==> config.mk <==
export PLATFORM = sky130hd
export DESIGN_NAME = ctne_div
export DESIGN_NICKNAME = d
export VERILOG_FILES = /design/src/ctne_div.sv
export SDC_FILE = /design/constraint.sdc
export NUM_CORES = 2
export LEC_CHECK = 0
export ABC_CLOCK_PERIOD_IN_PS = 3700
export CAP_MARGIN = 20
export CORE_MARGIN = 10
export CORE_UTILIZATION = 40
export CTS_CLUSTER_DIAMETER = 50
export DETAILED_ROUTE_END_ITERATION = 16
export DONT_BUFFER_PORTS = 1
export PLACE_DENSITY = 0.56
export SLEW_MARGIN = 20
export SYNTH_ARGS = -nofsm -noshare
export SYNTH_HDL_FRONTEND = slang
export SYNTH_SLANG_ARGS = --single-unit
==> constraint.sdc <==
create_clock -name clk -period 3.7 [get_ports clk]
set_input_delay 0.74 -clock clk [delete_from_list [all_inputs] [get_ports clk]]
set_output_delay 0.74 -clock clk [all_outputs]
set_load 0.02 [all_outputs]
==> src/ctne_div.sv <==
`timescale 1ns / 1ps
// ----------------------------------------------------------------------------
// ctne_div
// pipelined restoring divider, one quotient bit per stage, shared divisor
// ----------------------------------------------------------------------------
module ctne_div #(
  parameter int DW    = 13,
  parameter int QW    = 17,
  parameter int LANES = 2,
  parameter int PW    = 3
) (
  input  logic                        clk,
  input  logic                        rst,
  input  logic                        adv,
  input  logic                        in_valid,
  input  logic [DW-1:0]               in_den,
  input  logic [LANES-1:0][DW-1:0]    in_rem,
  input  logic [PW-1:0]               in_pay,
  output logic                        out_valid,
  output logic [LANES-1:0][QW-1:0]    out_quo,
  output logic [PW-1:0]               out_pay
);

  logic                     vld [0:QW];
  logic [DW-1:0]            den [0:QW];
  logic [LANES-1:0][DW-1:0] rem [0:QW];
  logic [LANES-1:0][QW-1:0] quo [0:QW];
  logic [PW-1:0]            pay [0:QW];

  assign vld[0] = in_valid;
  assign den[0] = in_den;
  assign rem[0] = in_rem;
  assign quo[0] = '0;
  assign pay[0] = in_pay;

  for (genvar k = 0; k < QW; k++) begin : g_stage
    logic [LANES-1:0][DW-1:0] rem_next;
    logic [LANES-1:0][QW-1:0] quo_next;

    always_comb begin
      logic [DW:0] r2;
      logic        ge;
      for (int l = 0; l < LANES; l++) begin
        r2 = {rem[k][l], 1'b0};
        ge = (r2 >= {1'b0, den[k]});
        rem_next[l] = ge ? DW'(r2 - {1'b0, den[k]}) : r2[DW-1:0];
        quo_next[l] = {quo[k][l][QW-2:0], ge};
      end
    end

    always_ff @(posedge clk) begin
      if (rst) begin
        vld[k+1] <= 1'b0;
      end else if (adv) begin
        vld[k+1] <= vld[k];
      end
    end

    always_ff @(posedge clk) begin
      if (adv) begin
        den[k+1] <= den[k];
        rem[k+1] <= rem_next;
        quo[k+1] <= quo_next;
        pay[k+1] <= pay[k];
      end
    end
  end

  assign out_valid = vld[QW];
  assign out_quo   = quo[QW];
  assign out_pay   = pay[QW];

endmodule

==> qor.yml <==
logic_synthesis:
  synth-seq-cells: 998
  syn_inst: 4488
  synthArstFlopShare_pct: 0
  synth-edff-count: 981
  yosys_warnings: 0
  synth.distinct_cells: 88
  yosysSeqAreaShare_pct: 52.9
  synth_area_per_cell_um2: 12.6
  synthFlopType: "edfxtp_1"
  synth_nets: 5006
  syn_area_mm2: 0.0563
power:
  leakagePower_uw: 0.0245
  power_density_mw_per_mm2: 877
  ir_drop_mv: 0.377
critical_path:
  path_buf_inv: 5
  worst-endpoint-arrival_ns: 4.00
  worstPathMaxFanout: 151
  critical_path_class: "input port to register"
  path_delay_family: "buffers and inverters"
  cp_slowest_stage_delay_ns: 0.54
  endpoint_kind: "register"
  cpMaxStageDelayCell: "buf_16"
  start_kind: "input port"
  crit_chain: "buf_16, buf_16, buf_16, buf_16, buf_16, mux2i_1, nor2_1"
  path_common_cell: "buf_16"
  cp.required_ns: 4.33
  r2r_slack_ns: 0.37
global_route:
  overflow: 0
  grt_first_pass_wirelength_mm: 199
  grt_max_degree: 226
  grt_usage_pct: 16.0
  grt_pass1_vias: 34500
  antenna_found_initial: 2
clock_tree:
  clk_latency_ns: 0.77
  clk_pin_slew_worst_paths_ns: 0.05
  cts_resized: 0
  cts_tree: "yes"
  htree_levels: 4
  numCtsBuffers: 141
  cts_buffer_depth: 3
  cts.sinks: 998
  cts_root_buf: "clkbuf_16"
sta:
  fmax_mhz: 297
  finalWorstSetupSlack_ns: 0.331
  slew-limit-headroom_pct: 34.9
  timing.final.crit_period_ns: 3.37
  whs_ns: 0.0644
  rsz0062_at_grt: "no"
  final_hold_viol_count: 0
  worstMarginPinSlew_ns: 0.952
  maxSlewViolCount: 0
  fin_skew_ns: 0.0239
  fin_crit_sh_pct: 91.0
  setup_tns_ns: 0
  setup-violations-final: 0
run_status:
  outcome: "finished, final reports clean"
drt:
  vias_per_cell: 5.36
  via_count: 35400
  drt_iter0_drc: 2726
  wirelength_mm: 128
  met2_length_mm: 57.9
  ant_nets: 0
  top_layer: "met4"
  wl_per_cell_um: 19.4
  wl_met3_mm: 5.87
  dr.pass1.iters: 6
  drc: 0
  drt-met1-wl_mm: 61.0
floorplanning:
  std_cell_rows: 137
  io_pins: 84
  start_util_pct: 40.3
  die_w_um: 395
  dieArea_mm2: 0.156
  die_h_um: 395
  core-area_mm2: 0.140
place:
  io_buffers: 0
  gp_congestion: 0.874
  dpl_worst_slack_ns: -0.501
  place_hpwl_mm: 94.6
  dp.cells: 6326
final_layout:
  drive_above_1_share_pct: 14.7
  final_cell_mix: "981 x edfxtp_1, 440 x ha_1, 321 x inv_1"
  layout.nets: 5124
  syn2layout_area_growth_pct: 13.0
  final_common_cell: "edfxtp_1"
  final_cells: 6595
  diodes: 0
worst_hold_path:
  min_path_type: "input port to register"
run:
  drv_cap: 0
==> sequential cells by signal, summed over array words and instances (netlist names) <==
register and cells:
g_stage.$4.r2 208, den 208, rem 208, out_quo 34, g_stage.quo_next 272, vld 16, out_valid 1, pay 48
out_pay 3
==> cell families after synthesis <==
kind of cell | share of synthesized area [%]
muxes | 7.66
buffers and inverters | 3.14
AOI/OAI and AO/OA | 13.4
and+or+nand+nor | 7.65
xor gates and xnor gates | 4.37
adders and majority gates | 10.9
DFF | 52.9
==> area by class of cell <==
cell class,count,area (um2)
Multi-Input combinational cell,3076,24800
Sequential cell,998,29800
Inverter,322,1210
Clock inverter,90,997
Tap cell,1876,2350
Fill cell,12700,76100
Timing Repair Buffer,67,733
Clock buffer,166,3770
==> cells in the mapped netlist (23+ instances only) <==
library cell  number  area share (%)
a211oi_1          45            0.60
nor3_1           102            0.91
or3_1             23            0.26
a21o_1           125             1.7
fa_1              32             1.1
a2111oi_0         27            0.42
o21bai_1          29            0.39
xnor2_1          178             2.8
nand2_1          139            0.93
o21a_1            63            0.84
edfxtp_1         981              52
a21oi_1          267             2.4
ha_1             440             9.8
nor2_1           305             2.0
mux2i_1           45            0.80
o31a_1            23            0.36
nor2b_1           70            0.78
xor2_1           103             1.6
inv_1            321             2.1
a211o_1           27            0.42
mux2_4            34            0.91
nand4_1           45            0.50
nand2b_1          35            0.39
clkbuf_1          45            0.30
o211ai_1          33            0.44
mux2_2           282             5.6
o21ai_0          175             1.6
o31ai_1           25            0.33
nand3_1           83            0.74
==> worst reg2reg max path, cell delays in order, from the launching register on <==
cell and delay, ns:
edfxtp_1 0.43, inv_1 0.17, fa_1 0.53, a211oi_2 0.39
o21ai_1 0.23, o21ai_1 0.20, a21oi_1 0.10, a211o_1 0.56
mux2_1 0.46
==> repair_timing <==
item	4_1_cts	5_1_grt
buffers inserted	0	0
endpoints found under the hold margin	27	0
setup endpoints to repair	0	71
hold buffers	11	0
==> path summary, 6_finish.rpt <==
| path | from | endpoint | cells after the start |
|---|---|---|---|
| worst min register to register | g_stage[8].quo_next[19]$_DFFE_PP_ | g_stage[9].quo_next[20]$_DFFE_PP_ | 0 |
| worst min-delay path | in_den[7] | den[215]$_DFFE_PP_ | 0 |
| worst max register to register | den[65]$_DFFE_PP_ | g_stage[13].$4.r2[5]$_DFFE_PP_ | 8 |
| worst max-delay path | adv | vld[7]$_SDFFE_PP0P_ | 7 |
==> through the flow <==
stage                     cell area, um2  total power (uW)  util (%)
after CTS                          63600             56300      45.5
final                              63600             55800      45.5
after detailed placement           58700             42400      42.0
after global placement             58600             42200      42.0
after floorplan                    56300             36400         -
after global routing               63600             59700      45.5
==> power breakdown <==
| group | internal, uW | switching, uW |
|---|---|---|
| logic | 11300 | 12400 |
| clock network | 8200 | 5290 |
| registers | 16800 | 1910 |
==> routing by layer <==
metal / up-vias / GRT usage [%]
li1: 17400 / -
met1: 17100 / 22.6
met2: 692 / 24.8
met4: 0 / 5.11
met5: - / 0
met3: 189 / 2.90
No activity file was read; power rests on OpenSTA's default activity.
