[src/ctne_isqrt.sv]
`timescale 1ns / 1ps
// ----------------------------------------------------------------------------
// ctne_isqrt
// pipelined integer square root, one result bit per stage
// ----------------------------------------------------------------------------
module ctne_isqrt #(
  parameter int LW = 34,
  parameter int SW = 17,
  parameter int PW = 54
) (
  input  logic          clk,
  input  logic          rst,
  input  logic          adv,
  input  logic          in_valid,
  input  logic [LW-1:0] in_val,
  input  logic [PW-1:0] in_pay,
  output logic          out_valid,
  output logic [SW-1:0] out_root,
  output logic [PW-1:0] out_pay
);

  logic          vld [0:SW];
  logic [LW-1:0] rem [0:SW];
  logic [SW-1:0] res [0:SW];
  logic [PW-1:0] pay [0:SW];

  assign vld[0] = in_valid;
  assign rem[0] = in_val;
  assign res[0] = '0;
  assign pay[0] = in_pay;

  for (genvar k = 0; k < SW; k++) begin : g_stage
    localparam int B = SW - 1 - k;
    logic [LW:0]   trial;
    logic          ge;
    logic [LW-1:0] rem_next;
    logic [SW-1:0] res_next;

    // (res + 2^B)^2 - res^2 = res*2^(B+1) + 2^(2B)
    assign trial    = ((LW+1)'(res[k]) << (B + 1)) + ((LW+1)'(1) << (2 * B));
    assign ge       = ({1'b0, rem[k]} >= trial);
    assign rem_next = ge ? LW'({1'b0, rem[k]} - trial) : rem[k];
    assign res_next = ge ? (res[k] | (SW'(1) << B)) : res[k];

    always_ff @(posedge clk) begin
      if (rst) begin
        vld[k+1] <= 1'b0;
      end else if (adv) begin
        vld[k+1] <= vld[k];
      end
    end

    always_ff @(posedge clk) begin
      if (adv) begin
        rem[k+1] <= rem_next;
        res[k+1] <= res_next;
        pay[k+1] <= pay[k];
      end
    end
  end

  assign out_valid = vld[SW];
  assign out_root  = res[SW];
  assign out_pay   = pay[SW];

endmodule

[config.mk]
export PLATFORM = sky130hd
export DESIGN_NAME = ctne_isqrt
export DESIGN_NICKNAME = d
export VERILOG_FILES = /design/src/ctne_isqrt.sv
export SDC_FILE = /design/constraint.sdc
export NUM_CORES = 1
export LEC_CHECK = 0
export BUFFER_PORTS_ARGS = -buffer_cell sky130_fd_sc_hd__buf_2
export CORE_UTILIZATION = 45
export DETAILED_ROUTE_END_ITERATION = 16
export HOLD_SLACK_MARGIN = 0.1
export PLACE_DENSITY = 0.71
export SETUP_SLACK_MARGIN = 0.5
export SLEW_MARGIN = 20
export SYNTH_ARGS = -nofsm -noshare
export SYNTH_HDL_FRONTEND = slang
export SYNTH_SLANG_ARGS = --single-unit
[constraint.sdc]
create_clock -name clk -period 3.15 [get_ports clk]
set_input_delay 0.1575 -clock clk [delete_from_list [all_inputs] [get_ports clk]]
set_output_delay 0.1575 -clock clk [all_outputs]
set_load 0.01 [all_outputs]
==> key figures <==
Yosys
  – Mux cell area share after synthesis: 1.11%
  – Unique cell type count in the Yosys netlist: 85
  – Simple-Gate Fraction of Synth Area: 6.54%
  – Post-synthesis area per instance: 17.2 µm²
  – Net count after synthesis: 3,842
  – Synth Area in Compound Gates: 4.63%
  – FFs w/ async S/R, synth: 0%
  – Post-synth EDFFs: 1,615
  – Synth Area in XOR/XNOR: 3.06%
  – Area of the mapped netlist: 61,700 µm²
  – Post-Syn Instances: 3,584
  – Number of warnings printed during yosys synthesis: 0
  – Largest family of logic cells by synthesized area: simple AND/OR/NAND/NOR gates
  – Flip-flop and latch count after synthesis: 1,632
  – Adder-cell area share of the yosys netlist: 3.36%
  – Sequential share of the synthesized area: 79.1%
  – Commonest register cell after synthesis: edfxtp_1

Layout
  – Fraction of layout instances using a drive strength above 1: 21.9%
  – Diodes inserted: 0
  – Post-layout nets: 4,492
  – Design area: 75,500 µm²
  – Area growth syn-to-layout: 22.3%

Critical path
  – Cell chain of the critical path: inv_2 > ha_4 > or4b_4 > nor4b_4 > a311o_1 > a211oi_2 > a21boi_4 > clkbuf_16 > nor4b_4 > xor2_1
  – Worst R2R Start: rem[143]$_DFFE_PP_
  – Cells on worst reg2reg path: 10
  – Worst setup endpoint: rem[128]$_DFFE_PP_
  – Required time reported for the critical path endpoint: 3.66 ns
  – Critical path startpoint category: flip-flop
  – Highest fanout seen on the critical path: 7
  – Crit path largest cell delay: 0.47 ns
  – CP max stage cell: or4b_4
  – Top cell by count, worst path: nor4b_4
  – Critical path origin: rem[143]$_DFFE_PP_
  – Worst R2R End: rem[128]$_DFFE_PP_
  – CP endpoint kind: flip-flop
  – Worst path arrival time: 3.31 ns
  – Type of the setup path with the least slack: flip-flop to flip-flop
  – R2R Setup Slk: 0.36 ns

Floorplanning
  – Die outline height: 372 µm
  – Horizontal die dimension: 372 µm
  – DIE AREA: 139,000 µm²
  – Core footprint: 136,000 µm²
  – Initial core utilization: 45.5%
  – I/O pin total: 164
  – Number of rows in the core area: 135

CTS
  – Maximum buffer depth of the clock tree: 3
  – Clock-pin slew reported for the worst setup and hold paths after clock tree synthesis: 0.06 ns
  – Number of clock buffers inserted by TritonCTS: 163
  – Clock tree from TritonCTS: done
  – Clock insertion delay at the later pin of the skew report: 0.77 ns
  – CTS H-Tree Depth: 4
  – Total number of clock tree sinks: 1,632
  – Cell at the root of the clock tree: clkbuf_16

Power and ir drop
  – Net Sw Power: 0.0121 W
  – Worst supply voltage drop on vdd: 0.558 mV
  – Internal power contribution: 0.0392 W
  – Combinational share of power: 11.1%
  – Sequential group share of total power: 52.9%
  – Power density normalized to cell area: 680 nW/µm²
  – Static leakage power: 27.2 nW
  – Net Sw Frac: 23.6%
  – Relative contribution of the clock network to total power: 36.0%

STA
  – Setup violators final: 0
  – Number of hold violations in the final report: 0
  – Final cycle utilization of the critical path: 88.7%
  – Normalized max-slew margin: 39.5%
  – Max-slew violation count: 0
  – Min Tclk post-route: 2.79 ns
  – Setup skew after layout: 0.0376 ns
  – Smallest setup slack after layout: 0.355 ns
  – Transition time at the pin with the least slew margin: 0.908 ns
  – Maximum achievable frequency: 0.358 GHz
  – RSZ-0062 raised after global routing: true

GRT
  – Wire length of the first global-routing pass: 160,000 µm
  – Initial antenna violation count: 0
  – Number of global-route vias before repair: 30,900
  – Total GRT Usage: 14.6%
  – Total overflow reported by the global router: 0
  – Pin count of the biggest net entering global routing: 117

Route
  – Initial DRT Pass Iterations: 6
  – Detail Route Antenna Nets: 0
  – Post-route DRC violation count: 0
  – Average via count per standard cell: 5.05
  – Wire length after detailed routing: 104,000 µm
  – Vias post-DR: 31,000
  – Wire length per cell: 16.9 µm
  – Number of DRC violations after detailed-routing iteration 0: 2,023

Placement
  – Worst Setup Slack post-DPL: -0.139 ns
  – Instance area after placement: 65,300 µm²
  – Number of buffers added on ports: 163
  – RD Place Congestion: 0.889
  – Detailed-placement wirelength estimate: 61,000 µm

Worst hold path
  – HP Class: input pin to flip-flop
  – Count of cells along the worst hold path: 3

Flow run
  – Max_cap viols: 0

Status
  – Result of the run: complete, no violations
## worst min-delay path by stage
stage / start / to / slack [ns]
CTS: in_val[32] / rem[576]$_DFFE_PP_ / 0.14
finish: in_val[32] / rem[576]$_DFFE_PP_ / 0.25
global placement: in_pay[21] / pay[885]$_DFFE_PP_ / 0.33
global route: in_val[32] / rem[576]$_DFFE_PP_ / 0.21
detailed placement: in_val[24] / rem[568]$_DFFE_PP_ / 0.34
floorplan: in_pay[0] / pay[864]$_DFFE_PP_ / 0.26
## layer usage
| metal | wire, µm | up-vias | track usage (%) |
|---|---|---|---|
| met5 | 0 | - | 0 |
| met4 | 3850 | 0 | 6.71 |
| met3 | 4100 | 246 | 2.98 |
| met2 | 54200 | 669 | 26.0 |
| met1 | 41900 | 15100 | 16.9 |
| li1 | - | 15000 | - |
## area by class of cell
type                    instances  area (µm²)
fillers                     10200       60300
flip-flops and latches       1632       48800
multi-input cells            1662       13600
repair buffers                575        4880
clock buffers                 198        4250
well taps                    1781        2230
clock inverters               102         896
inverters                     200         751
## per-stage QoR
stage / instances / utilization [%] / TNS (ns) / hold slack [ns] / power [W]
after global routing: 6150 / 55.6 / 0 / 0.212 / 0.0535
after CTS: 6062 / 54.1 / 0 / 0.141 / 0.0512
final: 6150 / 55.6 / 0 / 0.250 / 0.0513
after floorplan: 3584 / - / 0 / 0.256 / 0.0303
after global placement: 5549 / 48.1 / -0.0927 / 0.334 / 0.0319
after detailed placement: 5549 / 48.1 / -0.579 / 0.336 / 0.0321
## registers in the layout (all words and copies together), names as in the netlist
register   cells
pay          864
out_root      17
vld           16
rem          544
res          136
out_pay       54
out_valid      1
## kinds of logic (layout without fill, tap and decap cells)
family                   count (synthesis)  count (layout)
buffers and inverters                  293            1075
flip-flops                            1632            1632
AO/OA/AOI/OAI                          452             452
adder cells (fa/ha/maj)                166             166
AND/OR/NAND/NOR                        763             766
XOR/XNOR                               216             216
multiplexers                            62              62
## cell usage in the layout, fill, tap and decap left out, types with 55 or more instances in the layout
cell           instances
nor2_1               166
a21oi_1              115
edfxtp_1            1615
dlygate4sd3_1        180
clkbuf_16            169
o21ai_0               90
inv_1                190
nor3_1                55
xor2_1               103
buf_2                162
nand2_1              130
xnor2_1              107
buf_4                177
ha_1                 103
## worst max-delay path, delay by kind of cell, from the launching register on
kind	cells	cell delay, ns
AOI/OAI and AO/OA	3	0.49
xor gates and xnor gates	1	0.11
adders and majority gates	1	0.12
buffers and inverters	2	0.31
DFF	1	0.41
and+or+nand+nor	3	1.08
## cells in the mapped netlist (32+ instances only)
master | number | area, µm²
a21o_1 | 33 | 248
a21oi_1 | 134 | 671
buf_4 | 54 | 405
edfxtp_1 | 1615 | 48500
ha_1 | 166 | 2080
inv_1 | 199 | 747
nand2_1 | 143 | 537
nand2b_1 | 32 | 200
nand3_1 | 47 | 235
nor2_1 | 179 | 672
nor3_1 | 77 | 385
nor4_1 | 72 | 450
o21a_1 | 32 | 240
o21ai_0 | 117 | 586
xnor2_1 | 112 | 981
xor2_1 | 104 | 911
## timing repair
item | in CTS | in global routing
endpoints found under the hold margin | 175 | 0
setup endpoints to repair | 215 | 191
gates resized for setup | 169 | 249
setup buffers | 29 | 82
hold buffers | 180 | 0
gates cloned | 4 | 6
pin swaps | 27 | 97
## power by group through the flow
stage,combinational (W),sequential [W],clock [W]
after CTS,0.00509,0.0271,0.0190
after global routing,0.00628,0.0273,0.0199
after detailed placement,0.00459,0.0275,0
final,0.00572,0.0272,0.0185
after floorplan,0.00313,0.0271,0
after global placement,0.00449,0.0274,0
(Power assumes the default switching activity.)
